===== src/design/renc_pkg.sv =====
// Shared types, constants and helpers of the rotary encoder mode counter.
package renc_pkg;

    localparam int COUNT_BITS_DEF = 16;
    localparam int REM_W          = 7;
    localparam int ADDR_W         = 5;
    localparam int DATA_W         = 32;

    localparam logic [2:0] REG_SETTLE      = 3'd0;
    localparam logic [2:0] REG_ROT_LOCKOUT = 3'd1;
    localparam logic [2:0] REG_BTN_LOCKOUT = 3'd2;
    localparam logic [2:0] REG_WRAP_ZERO   = 3'd3;
    localparam logic [2:0] REG_WRAP_ONE    = 3'd4;
    localparam logic [2:0] REG_MODE_COUNT  = 3'd5;

    localparam logic [15:0] SETTLE_RST      = 16'd8;
    localparam logic [15:0] ROT_LOCKOUT_RST = 16'd15;
    localparam logic [15:0] BTN_LOCKOUT_RST = 16'd150;
    localparam logic [5:0]  WRAP_ZERO_RST   = 6'd8;
    localparam logic [5:0]  WRAP_ONE_RST    = 6'd40;
    localparam logic [2:0]  MODE_COUNT_RST  = 3'd3;

    localparam logic [1:0] STEP_NONE = 2'd0;
    localparam logic [1:0] STEP_UP   = 2'd1;
    localparam logic [1:0] STEP_DOWN = 2'd2;

    typedef struct packed {
        logic             start;
        logic [REM_W-1:0] value;
        logic [REM_W-1:0] divisor;
    } t_rem_req;

    typedef struct packed {
        logic step_up;
        logic step_down;
        logic press;
        logic checking;
    } t_check_evt;

    // A modulus of zero acts as the plain six-bit wrap.
    function automatic logic [REM_W-1:0] eff_wrap(input logic [5:0] w);
        eff_wrap = (w == 6'd0) ? 7'd64 : {1'b0, w};
    endfunction

endpackage


===== src/design/renc_rem.sv =====
// Iterative subtractive remainder unit shared by the position and mode updates.
module renc_rem (
    input  logic                      i_clk,
    input  logic                      i_rst_n,
    input  renc_pkg::t_rem_req        i_req,
    output logic                      o_busy,
    output logic [renc_pkg::REM_W-1:0] o_result
);
    import renc_pkg::*;

    logic             r_busy;
    logic [REM_W-1:0] r_val;
    logic [REM_W-1:0] r_div;

    always_ff @(posedge i_clk) begin
        if (!i_rst_n) begin
            r_busy <= 1'b0;
        end else if (i_req.start) begin
            r_busy <= 1'b1;
        end else if (r_busy && (r_val < r_div)) begin
            r_busy <= 1'b0;
        end
    end

    always_ff @(posedge i_clk) begin
        if (i_req.start) begin
            r_val <= i_req.value;
            r_div <= i_req.divisor;
        end else if (r_busy && (r_val >= r_div)) begin
            r_val <= r_val - r_div;
        end
    end

    assign o_busy   = r_busy;
    assign o_result = r_val;

endmodule


===== src/design/renc_check.sv =====
// Edge detection, lockout counters and settle-window stability checks.
module renc_check #(
    parameter int COUNT_BITS = renc_pkg::COUNT_BITS_DEF
) (
    input  logic                 i_clk,
    input  logic                 i_rst_n,
    input  logic                 i_strobe,
    input  logic                 i_pin_a,
    input  logic                 i_pin_b,
    input  logic                 i_button_level,
    input  logic [15:0]          i_settle_ticks,
    input  logic [15:0]          i_rot_lockout,
    input  logic [15:0]          i_btn_lockout,
    output renc_pkg::t_check_evt o_evt
);
    import renc_pkg::*;

    localparam int SC_W = (COUNT_BITS > 16) ? COUNT_BITS : 16;
    localparam int SN_W = (COUNT_BITS + 1 > 16) ? COUNT_BITS + 1 : 16;

    typedef enum logic [2:0] {
        PH_IDLE   = 3'b001,
        PH_FIRST  = 3'b010,
        PH_SECOND = 3'b100
    } t_phase;

    typedef enum logic [3:0] {
        K_NONE = 4'b0001,
        K_A    = 4'b0010,
        K_B    = 4'b0100,
        K_BTN  = 4'b1000
    } t_kind;

    logic [2:0]            r_prev, n_prev;
    t_phase                r_phase, n_phase;
    t_kind                 r_kind, n_kind;
    logic                  r_ref, n_ref;
    logic [COUNT_BITS-1:0] r_settle, n_settle;
    logic [COUNT_BITS:0]   r_since_rot, n_since_rot;
    logic [COUNT_BITS:0]   r_since_btn, n_since_btn;
    t_check_evt            r_evt, n_evt;

    always_comb begin
        logic                  sample;
        logic                  edge_pin;
        logic                  ok;
        logic                  rot_hit;
        logic                  btn_hit;
        logic                  fall_a;
        logic                  fall_b;
        logic                  rise_btn;
        logic                  rot_ok;
        logic                  btn_ok;
        logic [COUNT_BITS-1:0] settle_inc;
        logic [15:0]           window;

        n_prev   = {i_button_level, i_pin_b, i_pin_a};
        n_phase  = r_phase;
        n_kind   = r_kind;
        n_ref    = r_ref;
        n_settle = r_settle;
        n_evt    = '0;
        rot_hit  = 1'b0;
        btn_hit  = 1'b0;
        sample   = 1'b0;
        edge_pin = 1'b0;
        ok       = 1'b1;
        window     = (i_settle_ticks == 16'd0) ? 16'd1 : i_settle_ticks;
        settle_inc = (&r_settle) ? r_settle : r_settle + 1'b1;
        fall_a   = r_prev[0] & ~i_pin_a;
        fall_b   = r_prev[1] & ~i_pin_b;
        rise_btn = ~r_prev[2] & i_button_level;
        rot_ok   = SN_W'(r_since_rot) > SN_W'(i_rot_lockout);
        btn_ok   = SN_W'(r_since_btn) > SN_W'(i_btn_lockout);

        case (r_phase)
            PH_IDLE: begin
                if (fall_a && rot_ok) begin
                    n_kind   = K_A;
                    n_ref    = i_pin_b;
                    n_phase  = PH_FIRST;
                    n_settle = '0;
                end else if (fall_b && rot_ok) begin
                    n_kind   = K_B;
                    n_ref    = i_pin_a;
                    n_phase  = PH_FIRST;
                    n_settle = '0;
                end else if (rise_btn && btn_ok) begin
                    n_kind   = K_BTN;
                    n_ref    = i_button_level;
                    n_phase  = PH_FIRST;
                    n_settle = '0;
                end
            end
            PH_FIRST, PH_SECOND: begin
                case (r_kind)
                    K_A: begin
                        sample   = (r_phase == PH_FIRST) ? i_pin_b : i_pin_a;
                        edge_pin = i_pin_a;
                    end
                    K_B: begin
                        sample   = (r_phase == PH_FIRST) ? i_pin_a : i_pin_b;
                        edge_pin = i_pin_b;
                    end
                    K_BTN: begin
                        sample   = i_button_level;
                        edge_pin = i_button_level;
                        ok       = (r_phase == PH_FIRST);
                    end
                    default: begin
                        ok = 1'b0;
                    end
                endcase
                if (!ok) begin
                    n_phase  = PH_IDLE;
                    n_kind   = K_NONE;
                    n_settle = '0;
                end else begin
                    n_settle = settle_inc;
                    if (SC_W'(settle_inc) >= SC_W'(window)) begin
                        if (sample != r_ref) begin
                            n_ref    = sample;
                            n_settle = '0;
                        end else if (r_kind == K_BTN) begin
                            if (r_ref) begin
                                n_evt.press = 1'b1;
                                btn_hit     = 1'b1;
                            end
                            n_phase  = PH_IDLE;
                            n_kind   = K_NONE;
                            n_settle = '0;
                        end else if (r_phase == PH_FIRST) begin
                            if (r_ref) begin
                                n_phase = PH_SECOND;
                                n_ref   = edge_pin;
                            end else begin
                                n_phase = PH_IDLE;
                                n_kind  = K_NONE;
                            end
                            n_settle = '0;
                        end else begin
                            if (!r_ref) begin
                                n_evt.step_up   = (r_kind == K_A);
                                n_evt.step_down = (r_kind != K_A);
                                rot_hit         = 1'b1;
                            end
                            n_phase  = PH_IDLE;
                            n_kind   = K_NONE;
                            n_settle = '0;
                        end
                    end
                end
            end
            default: begin
                n_phase  = PH_IDLE;
                n_kind   = K_NONE;
                n_settle = '0;
            end
        endcase

        n_evt.checking = (n_phase != PH_IDLE);
        n_since_rot = rot_hit ? '0 : ((&r_since_rot) ? r_since_rot : r_since_rot + 1'b1);
        n_since_btn = btn_hit ? '0 : ((&r_since_btn) ? r_since_btn : r_since_btn + 1'b1);
    end

    always_ff @(posedge i_clk) begin
        if (!i_rst_n) begin
            r_prev      <= 3'b011;
            r_phase     <= PH_IDLE;
            r_kind      <= K_NONE;
            r_ref       <= 1'b0;
            r_settle    <= '0;
            r_since_rot <= '0;
            r_since_btn <= '0;
            r_evt       <= '0;
        end else if (i_strobe) begin
            r_prev      <= n_prev;
            r_phase     <= n_phase;
            r_kind      <= n_kind;
            r_ref       <= n_ref;
            r_settle    <= n_settle;
            r_since_rot <= n_since_rot;
            r_since_btn <= n_since_btn;
            r_evt       <= n_evt;
        end
    end

    assign o_evt = r_evt;

endmodule


===== src/design/rotary_encoder_mode_counter.sv =====
// Top level of the debounced rotary encoder counter with button-selected mode.
//
// One input word carries the sampled levels of encoder pins A and B and of
// the push button for one tick. The block answers every input word with one
// output word: wrapped position, mode index, toggle flag, step and press
// events, and whether a stability check is still running.
// Both channels use valid and ready. The input side is ready only while the
// sequencer is idle; one word is worked on at a time.
// The work is done by the shared subtractive remainder unit, which removes
// one modulus per cycle while busy: for the mode advance, for the position
// step and, in modes zero and one, for the reduction of the position by the
// modulus of the new mode, which takes up to 63 passes when that modulus is one.
// The finished word sits in an output register; a new input word is accepted
// while it waits, and the sequencer holds its next result until the
// receiver takes the waiting one.
// The configuration registers sit on an APB-style port and may be written
// only while the block is idle. Synchronous reset restores the register
// defaults, clears position, mode and toggle, and empties the output.
module rotary_encoder_mode_counter #(
    parameter int COUNT_BITS = renc_pkg::COUNT_BITS_DEF
) (
    input  logic                        i_clk,
    input  logic                        i_rst_n,
    input  logic                        i_valid,
    output logic                        o_ready,
    input  logic                        i_pin_a,
    input  logic                        i_pin_b,
    input  logic                        i_button_level,
    output logic                        o_valid,
    input  logic                        i_ready,
    output logic [5:0]                  o_position,
    output logic [2:0]                  o_mode_index,
    output logic                        o_toggle_out,
    output logic [1:0]                  o_step_event,
    output logic                        o_press_event,
    output logic                        o_checking,
    input  logic                        psel,
    input  logic                        penable,
    input  logic                        pwrite,
    input  logic [renc_pkg::ADDR_W-1:0] paddr,
    input  logic [renc_pkg::DATA_W-1:0] pwdata,
    output logic [renc_pkg::DATA_W-1:0] prdata,
    output logic                        pready
);
    import renc_pkg::*;

    typedef enum logic [7:0] {
        S_IDLE  = 8'b0000_0001,
        S_EVENT = 8'b0000_0010,
        S_MODE  = 8'b0000_0100,
        S_POS   = 8'b0000_1000,
        S_PWAIT = 8'b0001_0000,
        S_WRAP  = 8'b0010_0000,
        S_RWAIT = 8'b0100_0000,
        S_DONE  = 8'b1000_0000
    } t_state;

    t_state      r_state, n_state;
    logic [15:0] r_settle_ticks;
    logic [15:0] r_rot_lockout;
    logic [15:0] r_btn_lockout;
    logic [5:0]  r_wrap_zero;
    logic [5:0]  r_wrap_one;
    logic [2:0]  r_mode_count;
    logic [5:0]  r_pos, n_pos;
    logic [2:0]  r_mode, n_mode;
    logic        r_toggle, n_toggle;
    logic [5:0]  r_cur_wrap, n_cur_wrap;
    logic        r_out_valid;
    logic [5:0]  r_out_pos;
    logic [2:0]  r_out_mode;
    logic        r_out_toggle;
    logic [1:0]  r_out_step;
    logic        r_out_press;
    logic        r_out_checking;

    logic        accept;
    logic        cfg_write;
    logic [2:0]  cfg_index;
    t_rem_req    rem_req;
    logic        rem_busy;
    logic [REM_W-1:0] rem_result;
    t_check_evt  evt;
    logic [REM_W-1:0] w_eff;

    assign accept    = i_valid && o_ready;
    assign o_ready   = (r_state == S_IDLE);
    assign pready    = 1'b1;
    assign cfg_write = psel && penable && pwrite;
    assign cfg_index = paddr[4:2];

    always_ff @(posedge i_clk) begin
        if (!i_rst_n) begin
            r_settle_ticks <= SETTLE_RST;
            r_rot_lockout  <= ROT_LOCKOUT_RST;
            r_btn_lockout  <= BTN_LOCKOUT_RST;
            r_wrap_zero    <= WRAP_ZERO_RST;
            r_wrap_one     <= WRAP_ONE_RST;
            r_mode_count   <= MODE_COUNT_RST;
        end else if (cfg_write) begin
            case (cfg_index)
                REG_SETTLE:      r_settle_ticks <= pwdata[15:0];
                REG_ROT_LOCKOUT: r_rot_lockout  <= pwdata[15:0];
                REG_BTN_LOCKOUT: r_btn_lockout  <= pwdata[15:0];
                REG_WRAP_ZERO:   r_wrap_zero    <= pwdata[5:0];
                REG_WRAP_ONE:    r_wrap_one     <= pwdata[5:0];
                REG_MODE_COUNT:  r_mode_count   <= pwdata[2:0];
                default: begin
                end
            endcase
        end
    end

    always_comb begin
        case (cfg_index)
            REG_SETTLE:      prdata = {16'd0, r_settle_ticks};
            REG_ROT_LOCKOUT: prdata = {16'd0, r_rot_lockout};
            REG_BTN_LOCKOUT: prdata = {16'd0, r_btn_lockout};
            REG_WRAP_ZERO:   prdata = {26'd0, r_wrap_zero};
            REG_WRAP_ONE:    prdata = {26'd0, r_wrap_one};
            REG_MODE_COUNT:  prdata = {29'd0, r_mode_count};
            default:         prdata = '0;
        endcase
    end

    renc_check #(
        .COUNT_BITS (COUNT_BITS)
    ) u_check (
        .i_clk          (i_clk),
        .i_rst_n        (i_rst_n),
        .i_strobe       (accept),
        .i_pin_a        (i_pin_a),
        .i_pin_b        (i_pin_b),
        .i_button_level (i_button_level),
        .i_settle_ticks (r_settle_ticks),
        .i_rot_lockout  (r_rot_lockout),
        .i_btn_lockout  (r_btn_lockout),
        .o_evt          (evt)
    );

    renc_rem u_rem (
        .i_clk    (i_clk),
        .i_rst_n  (i_rst_n),
        .i_req    (rem_req),
        .o_busy   (rem_busy),
        .o_result (rem_result)
    );

    assign w_eff = eff_wrap(r_cur_wrap);

    always_comb begin
        n_state    = r_state;
        n_pos      = r_pos;
        n_mode     = r_mode;
        n_toggle   = r_toggle;
        n_cur_wrap = r_cur_wrap;
        rem_req    = '0;
        case (r_state)
            S_IDLE: begin
                if (accept) begin
                    n_state = S_EVENT;
                end
            end
            S_EVENT: begin
                if (evt.press) begin
                    n_toggle = ~r_toggle;
                    if (r_mode_count == 3'd0) begin
                        n_mode  = 3'd0;
                        n_state = S_POS;
                    end else begin
                        rem_req.start   = 1'b1;
                        rem_req.value   = REM_W'(r_mode) + 1'b1;
                        rem_req.divisor = REM_W'(r_mode_count);
                        n_state = S_MODE;
                    end
                end else begin
                    n_state = S_POS;
                end
            end
            S_MODE: begin
                if (!rem_busy) begin
                    n_mode  = rem_result[2:0];
                    n_state = S_POS;
                end
            end
            S_POS: begin
                rem_req.start   = 1'b1;
                rem_req.divisor = w_eff;
                if (evt.step_up) begin
                    rem_req.value = REM_W'(r_pos) + 1'b1;
                end else if (evt.step_down) begin
                    rem_req.value = REM_W'(r_pos) + w_eff - 1'b1;
                end else begin
                    rem_req.value = REM_W'(r_pos);
                end
                n_state = S_PWAIT;
            end
            S_PWAIT: begin
                if (!rem_busy) begin
                    n_pos   = rem_result[5:0];
                    n_state = S_WRAP;
                end
            end
            S_WRAP: begin
                if (r_mode == 3'd0 || r_mode == 3'd1) begin
                    n_cur_wrap      = (r_mode == 3'd0) ? r_wrap_zero : r_wrap_one;
                    rem_req.start   = 1'b1;
                    rem_req.value   = REM_W'(r_pos);
                    rem_req.divisor = eff_wrap(n_cur_wrap);
                    n_state = S_RWAIT;
                end else begin
                    n_state = S_DONE;
                end
            end
            S_RWAIT: begin
                if (!rem_busy) begin
                    n_pos   = rem_result[5:0];
                    n_state = S_DONE;
                end
            end
            S_DONE: begin
                if (!r_out_valid || i_ready) begin
                    n_state = S_IDLE;
                end
            end
            default: begin
                n_state = S_IDLE;
            end
        endcase
    end

    always_ff @(posedge i_clk) begin
        if (!i_rst_n) begin
            r_state     <= S_IDLE;
            r_pos       <= 6'd0;
            r_mode      <= 3'd0;
            r_toggle    <= 1'b0;
            r_cur_wrap  <= WRAP_ZERO_RST;
            r_out_valid <= 1'b0;
        end else begin
            r_state    <= n_state;
            r_pos      <= n_pos;
            r_mode     <= n_mode;
            r_toggle   <= n_toggle;
            r_cur_wrap <= n_cur_wrap;
            if (r_state == S_DONE && (!r_out_valid || i_ready)) begin
                r_out_valid <= 1'b1;
            end else if (i_ready) begin
                r_out_valid <= 1'b0;
            end
        end
    end

    always_ff @(posedge i_clk) begin
        if (r_state == S_DONE && (!r_out_valid || i_ready)) begin
            r_out_pos      <= r_pos;
            r_out_mode     <= r_mode;
            r_out_toggle   <= r_toggle;
            r_out_step     <= evt.step_up ? STEP_UP : (evt.step_down ? STEP_DOWN : STEP_NONE);
            r_out_press    <= evt.press;
            r_out_checking <= evt.checking;
        end
    end

    assign o_valid       = r_out_valid;
    assign o_position    = r_out_pos;
    assign o_mode_index  = r_out_mode;
    assign o_toggle_out  = r_out_toggle;
    assign o_step_event  = r_out_step;
    assign o_press_event = r_out_press;
    assign o_checking    = r_out_checking;

endmodule

===== config.mk =====
export PLATFORM = sky130hd
export DESIGN_NAME = rotary_encoder_mode_counter
export DESIGN_NICKNAME = d
export VERILOG_FILES = /design/src/design/renc_pkg.sv /design/src/design/renc_rem.sv /design/src/design/renc_check.sv /design/src/design/rotary_encoder_mode_counter.sv
export SDC_FILE = /design/constraint.sdc
export NUM_CORES = 1
export LEC_CHECK = 0
export BUFFER_PORTS_ARGS = -buffer_cell sky130_fd_sc_hd__buf_2
export CAP_MARGIN = 15
export CORE_ASPECT_RATIO = 0.75
export CORE_MARGIN = 1
export CORE_UTILIZATION = 55
export DETAILED_ROUTE_END_ITERATION = 6
export GPL_ROUTABILITY_DRIVEN = 0
export GPL_TIMING_DRIVEN = 0
export HOLD_SLACK_MARGIN = 0.03
export PLACE_DENSITY_LB_ADDON = 0.12
export SLEW_MARGIN = 0
export SYNTH_ARGS = -nofsm -noshare
export SYNTH_HDL_FRONTEND = slang
export SYNTH_HIERARCHICAL = 1
export SYNTH_SLANG_ARGS = --single-unit

===== constraint.sdc =====
create_clock -name i_clk -period 4 [get_ports i_clk]
set_input_delay 0.4 -clock i_clk [delete_from_list [all_inputs] [get_ports i_clk]]
set_output_delay 0.4 -clock i_clk [all_outputs]
set_load 0.05 [all_outputs]

# ---- Word-level counts from Yosys, hierarchy flattened
# Index checks and enable logic that the tools add are counted.
dict set report classes {
  mux 99
  order_cmp 5
  n_reduce_logical 45
  addsub 8
  n_eq_ne 40
  bitwise 8
}
# operator n
set ops {}
lappend ops {{$mux W16} 7}
lappend ops {{$pmux W16 S6} 1}
lappend ops {{$mux W17} 4}
lappend ops {{$pmux W8 S8} 1}
lappend ops {{$mux W8} 7}
lappend ops {{$mux W3} 16}
lappend ops {{$mux W15} 3}
lappend ops {{$pmux W15 S3} 1}
lappend ops {{$mux W7} 6}
lappend ops {{$mux W4} 10}
lappend ops {{$add A17 B1 Y17 const B} 2}
lappend ops {{$gt A17 B16 Y1} 2}
lappend ops {{$reduce_and A17 Y1} 2}
lappend ops {{$pmux W16 S2} 1}
lappend ops {{$mux W1} 30}
lappend ops {{$reduce_and A2 Y1} 12}
lappend ops {{$add A16 B1 Y16 const B} 1}
lappend ops {{$ge A16 B16 Y1} 1}
lappend ops {{$logic_not A16 Y1} 1}
lappend ops {{$reduce_and A16 Y1} 1}
lappend ops {{$logic_not A6 Y1} 2}
lappend ops {{$ne A2 B1 Y1 const B} 6}
lappend ops {{$pmux W3 S2} 2}
lappend ops {{$ne A2 B2 Y1 const B} 5}
lappend ops {{44 further kinds} 81}
dict set report word_totals {
  register_bits 182
  elab_cells 237
  input_bits 47
  output_inout_bits 49
}

# ---- Depth between registers and ports, before layout
dict set report logic_depth {
  ltp_word 11
  depth_mapped 18
  depth_no_buf 16
}

# ---- Cells and area by module
# The synthesis kept the hierarchy.
# mod area_each_um2 n_inst seq_area_each_um2 cells_each
set modules_own_cells {}
lappend modules_own_cells {rotary_encoder_mode_counter 5356.4 1 2182.1 630}
lappend modules_own_cells {renc_check 4759.6 1 1301.2 629}
lappend modules_own_cells {renc_rem 875.8 1 440.4 81}

# ---- Worst setup path before layout
# No wires, ideal clock.
dict set report synth_timing {
  path_type {register -> register}
  start {register u_check.r_settle[0]}
  end {register u_check.r_since_rot[15]}
  required_time_ns 3.883
  setup_slack_ns -0.041
  path_buffers 1
  setup_ns 0.117
  t_arrival_ns 3.923
  period_less_slack_ns 4.041
  stages_incl_launch_ff 18
  path_cell_list {dfxtp_1 ha_1 and2_1 nand4_1 or3_1 clkbuf_1 nand2b_1 nor2_1 xor2_1 ha_1 nand2_1 nor3_1 a21oi_1 o31ai_1 a31oi_1 nor4_1 xnor2_1 nor2_1}
}
dict set report synth_between {
  elab_chain_cells 8
  elab_cells_between_ends 10
  cone_classes {1 x add/sub; 1 x order compare; 1 x eq/ne; 5 x mux; 2 x reduce/logical}
}
# item line_no
set synth_rtl {}
lappend synth_rtl {{start, declared} renc_check.sv:38} ;# logic [COUNT_BITS-1:0] r_settle, n_settle;
lappend synth_rtl {{start signal, assigned} renc_check.sv:181} ;# r_settle <= n_settle;
lappend synth_rtl {{$add A16 B1 Y16 / $reduce_and A16 Y1 (equally long branches)} renc_check.sv:69} ;# settle_inc = (&r_settle) ? r_settle : r_settle + 1'b1;
lappend synth_rtl {{$mux W16 *} renc_check.sv:69}
lappend synth_rtl {{$ge A16 B16 Y1 *} renc_check.sv:120} ;# if (SC_W'(settle_inc) >= SC_W'(window)) begin
lappend synth_rtl {{$mux W1 *} renc_check.sv:120}
lappend synth_rtl {{$mux W1 *} renc_check.sv:114} ;# if (!ok) begin
lappend synth_rtl {{$mux W1 *} renc_check.sv:76} ;# case (r_phase)
lappend synth_rtl {{$ne A2 B1 Y1 (no source line)} --}
lappend synth_rtl {{$reduce_and A2 Y1 (no source line)} --}
lappend synth_rtl {{end signal, assigned} renc_check.sv:182} ;# r_since_rot <= n_since_rot;
lappend synth_rtl {{end, declared} renc_check.sv:39} ;# logic [COUNT_BITS:0] r_since_rot, n_since_rot;
# Mark *: on every way between the ends. The rest lies on a longest branch, timed or not.
# A chain may end at the register's enable or synchronous reset.

# ---- Worst setup path in the final report
dict set report layout_timing {
  start {register u_check.r_settle[0]}
  end {register u_check.r_phase[0]}
}
dict set report layout_between {
  elab_chain_cells 6
  elab_cells_between_ends 7
  cone_classes {1 x add/sub; 1 x order compare; 4 x mux; 1 x reduce/logical}
}
# item line_no
set layout_rtl {}
lappend layout_rtl {{$add A16 B1 Y16 / $reduce_and A16 Y1 (equally long branches)} renc_check.sv:69}
lappend layout_rtl {{$mux W16 *} renc_check.sv:69}
lappend layout_rtl {{$ge A16 B16 Y1 *} renc_check.sv:120}
lappend layout_rtl {{$mux W3 *} renc_check.sv:120}
lappend layout_rtl {{$mux W3 *} renc_check.sv:114}
lappend layout_rtl {{$pmux W3 S2 *} renc_check.sv:76}
lappend layout_rtl {{end signal, assigned} renc_check.sv:178} ;# r_phase <= n_phase;
lappend layout_rtl {{end, declared} renc_check.sv:35} ;# t_phase r_phase, n_phase;
# Marks and branches as above.

==> results.md <==
Outcome:
- The checks that failed: design-rule violations.
- The run finished, with violations left.

Floorplan:
- The number of placed I/O pins is 96.
- The total core area is 19500 um2.
- The die outline area is 20600 um2.
- The cell row count is 44.
- The die is 165 um wide.
- The floorplan step set the die height to 124 um.
- For this configuration, the core starts out at a cell density of 0.564.

Global routing:
- The first global-routing pass estimated 49300 um of wire.
- The busiest layer in global routing is met1.
- The initial antenna violation count came to 1.
- The overall global routing resource usage is 0.313.
- Entering global routing, the biggest net connects 17 pins.
- In the global route stage, met3 resource usage came out at 0.0806.
- The number of global-route vias before repair is 8931.
- In the global route stage, met1 resource usage came out at 0.496.
- The remaining global-route overflow is 0.
- The met2 usage is 0.409.

Critical path:
- The critical setup path kind is flop to flop.
- STA puts the critical path data arrival time at 4240 ps.
- In this run the worst path has a maximum fanout of 6.
- The kind of end point of the critical path is a flop.
- The worst setup path is launched from a flop.
- STA puts the critical path data required time at 4330 ps.
- The worst register-to-register path has a setup slack of 90 ps.

STA:
- The slack of the critical path is 88.5 ps.
- The hold violation count in the final report came to 0.
- Setup violations remaining at the end of the flow were counted as 0.
- For the pin with the worst max-slew slack, the measured transition is 912 ps.
- For this run, the top clock speed supported by timing is 0.256 GHz.
- Setup repair after global routing could not meet its margin everywhere.
- Final hold analysis gives a worst-case slack of 251 ps.
- The routed design could run at a clock period as short as 3910 ps.
- The worst pin sits at a relative slew slack of 0.387.
- The number of max-slew violations in the final report is 0.
- Across the routed clock network, the largest skew measured is 12.0 ps.
- In the finished design, the share of the clock period the worst path needs comes to 0.978.

Clock tree:
- The count of H-tree levels built during CTS is 4.
- The later pin in the worst-skew pair is clocked with a latency of 440 ps.
- In this run the clock root is driven by a sky130_fd_sc_hd__clkbuf_16.
- The hold-fix buffer count after cts is 0.
- The tree built by TritonCTS fans out to 182 sinks.
- The number of clock buffers added by TritonCTS is 17.
- The TritonCTS clock tree is yes.
- No sink is reached through more buffers than the 2 on the longest clock path.
- The register clock-pin slew on the reported worst setup and hold paths is 70 ps.

Power and ir drop:
- IR analysis of the VDD net gives a maximum drop of 289 uV.
- Summed over all cells, the static leakage comes to 0.00506 uW.
- The post-route total power is 4480 uW.
- Dividing total power by cell area gives a power density of 358 nW/um2.

Cells and area:
- The count of fill cells added during filler insertion is 1724.
- The fraction of layout instances using a drive strength above 1 is 0.124.
- The repair_antennas step left the layout with diodes totalling 0.
- The post-route core utilization is 0.643.
- Relative to the synthesized area, the layout overhead comes to 14.1%.
- The final-stage net count is 1569.

Yosys:
- Of the post-synthesis cell area, the dominant cell type holds 0.280.
- In the post-synthesis netlist, the cell with the most instances is sky130_fd_sc_hd__nand2_1.
- The number of synthesized register bits is 182.
- For this run, the number of Yosys warnings is 6.
- Yosys attributes the largest share of cell area to sky130_fd_sc_hd__dfxtp_1 (28%), sky130_fd_sc_hd__ha_1 (8.5%), sky130_fd_sc_hd__edfxtp_1 (7.6%).
- The number of distinct library cell variants in the gate-level netlist after synthesis is 81.
- sky130_fd_sc_hd__dfxtp_1 takes more of the synthesized area than any other cell.
- In the synthesized netlist, the cells that appear most often are sky130_fd_sc_hd__nand2_1 (165), sky130_fd_sc_hd__dfxtp_1 (154), sky130_fd_sc_hd__nor2_1 (147), sky130_fd_sc_hd__a21oi_1 (107), sky130_fd_sc_hd__inv_1 (99).
- The async set-or-reset flop fraction in the synthesized netlist is 0.
- The area of the mapped netlist is 11000 um2.
- For this run, the register share of the synthesized area comes to 0.357.
- After synthesis, the mean cell area works out to 8.20 um2.
- Counting every instance in the synthesized netlist gives 1340.
- The leading register cell type out of synthesis is sky130_fd_sc_hd__dfxtp_1.
- The number of enable-type register cells in the synthesized netlist is 28.

Drt:
- The post-detailed-route via-to-cell ratio is 5.96.
- Summing over every cut layer, the via total after detailed routing is 10197.
- The number of DRC markers after the initial detailed-route iteration is 1145.
- The average wire length per cell after detail routing is 18.6 um.
- Wires add up to 31900 um.
- The detail route stage leaves a number of antenna-violating nets equal to 0.
- The total DRC errors in the routed layout is 27.
- The number of detailed-routing iterations run before antenna repair is 7.

Job:
- The tool flagged a number of max-cap violations equal to 0.

Placed design:
- Detailed placement finished with a half-perimeter wire length of 24000 um.
- The number of buffers inserted by port buffering is 59.
- The worst setup slack before clock tree synthesis is -932 ps.

Hold path:
- The classification of the worst-slack hold path is input port to flop.
final cells by class:
| type | count | area [um2] | share of cell area |
|---|---|---|---|
| Multi-Input combinational cell | 1003 | 6520 | 0.520 |
| Sequential cell | 182 | 3930 | 0.313 |
| Clock buffer | 19 | 454 | 0.0362 |
| Timing Repair Buffer | 72 | 393 | 0.0313 |
| Inverter | 100 | 375 | 0.0299 |
| Buffer | 69 | 360 | 0.0287 |
| Tap cell | 253 | 317 | 0.0252 |
| Clock inverter | 13 | 190 | 0.0152 |
kinds of logic (layout without fill, tap and decap cells):
group / Yosys count / count (layout) / share of synthesized area
other: 2 / 17 / 0.000683
muxes: 78 / 78 / 0.0725
AOI/OAI and AO/OA: 262 / 262 / 0.147
adders and majority gates: 77 / 77 / 0.0890
DFF: 182 / 182 / 0.357
and+or+nand+nor: 531 / 531 / 0.237
xor gates and xnor gates: 38 / 38 / 0.0310
buffers and inverters: 170 / 273 / 0.0660
routing by layer:
metal  up-vias  part of all wire  wire length [um]
met5         -                 0                 0
met1      4810              0.49             15600
li1       4899                 -                 -
met4         0             0.011               340
met2       460              0.39             12500
met3        28              0.11              3490
flip-flops by register name, indices dropped and copies added (netlist names), 6 cells and up:
| register | flops |
|---|---|
| u_check/r_since_btn | 17 |
| u_rem/r_div | 7 |
| r_pos | 6 |
| o_position | 6 |
| u_check/r_settle | 16 |
| u_rem/o_result | 7 |
| u_check/r_since_rot | 17 |
| r_btn_lockout | 16 |
| r_wrap_zero | 6 |
| r_settle_ticks | 16 |
| r_state | 8 |
| r_cur_wrap | 6 |
| r_wrap_one | 6 |
| r_rot_lockout | 16 |
timing repair:
action | in CTS | in global routing
gates resized for setup | 12 | 29
pin swaps | 3 | 9
endpoints found under the setup margin | 61 | 56
buffers inserted | 5 | 7
hold endpoints to repair | 0 | 0
where the power goes:
group          leakage, uW  internal, uW  switching, uW
sequential         0.00148          1890           56.5
combinational      0.00327           217            442
clock             0.000316          1090            780
total              0.00506          3210           1280
worst max-delay path: stages, from the launching register on:
cell	delay, ps
sky130_fd_sc_hd__dfxtp_4	380
sky130_fd_sc_hd__ha_2	180
sky130_fd_sc_hd__and2_4	160
sky130_fd_sc_hd__nand4_1	120
sky130_fd_sc_hd__or3_4	460
sky130_fd_sc_hd__buf_4	160
sky130_fd_sc_hd__buf_4	130
sky130_fd_sc_hd__nand2_1	50
sky130_fd_sc_hd__nand2_1	100
sky130_fd_sc_hd__ha_1	290
sky130_fd_sc_hd__nand2_1	50
sky130_fd_sc_hd__o21ai_1	170
sky130_fd_sc_hd__a21oi_2	110
sky130_fd_sc_hd__o31ai_4	520
sky130_fd_sc_hd__buf_4	240
sky130_fd_sc_hd__nand2_1	60
sky130_fd_sc_hd__mux2_2	300
sky130_fd_sc_hd__a221o_1	290
layout by cell type, fill, tap and decap left out, types with 9 or more instances in the layout:
| cell type | count |
|---|---|
| sky130_fd_sc_hd__nor4_1 | 9 |
| sky130_fd_sc_hd__nand4_1 | 15 |
| sky130_fd_sc_hd__nand2_1 | 163 |
| sky130_fd_sc_hd__edfxtp_1 | 28 |
| sky130_fd_sc_hd__a211oi_1 | 12 |
| sky130_fd_sc_hd__clkbuf_16 | 18 |
| sky130_fd_sc_hd__buf_4 | 31 |
| sky130_fd_sc_hd__o21ai_0 | 46 |
| sky130_fd_sc_hd__nor2_1 | 145 |
| sky130_fd_sc_hd__clkbuf_1 | 40 |
| sky130_fd_sc_hd__xor2_1 | 16 |
| sky130_fd_sc_hd__dfxtp_1 | 152 |
| sky130_fd_sc_hd__ha_1 | 74 |
| sky130_fd_sc_hd__nor3_1 | 22 |
| sky130_fd_sc_hd__xnor2_1 | 20 |
| sky130_fd_sc_hd__or3_1 | 10 |
| sky130_fd_sc_hd__inv_1 | 99 |
| sky130_fd_sc_hd__conb_1 | 17 |
| sky130_fd_sc_hd__buf_2 | 64 |
| sky130_fd_sc_hd__mux2i_1 | 74 |
| sky130_fd_sc_hd__a21oi_1 | 103 |
| sky130_fd_sc_hd__nand3_1 | 60 |
| sky130_fd_sc_hd__a31oi_1 | 12 |
| sky130_fd_sc_hd__o221ai_1 | 9 |
| sky130_fd_sc_hd__and3_1 | 19 |
| sky130_fd_sc_hd__nor2b_1 | 14 |
path summary, 6_finish.rpt:
kind / start / to / cells past startpoint
hold reg to reg: r_toggle$_SDFFE_PN0P_ / o_toggle_out$_DFFE_PP_ / 0
setup / recovery: u_check/r_settle[0]$_SDFFE_PN0P_ / u_check/r_phase[0]$_SDFFE_PN1P_ / 17
setup reg to reg: u_check/r_settle[0]$_SDFFE_PN0P_ / u_check/r_phase[0]$_SDFFE_PN1P_ / 17
hold / removal: pwdata[12] / r_settle_ticks[12]$_SDFFE_PN0P_ / 3
per-stage QoR:
step           instances  setup TNS (ps)  cell area, um2
3_3_place_gp        1667          -24040           11700
3_5_place_dp        1668          -28350           11700
2_1_floorplan       1355               0           11100
4_1_cts             1704               0           12400
6_report            1711               0           12500
5_1_grt             1711            -355           12500
(Power assumes the default switching activity.)
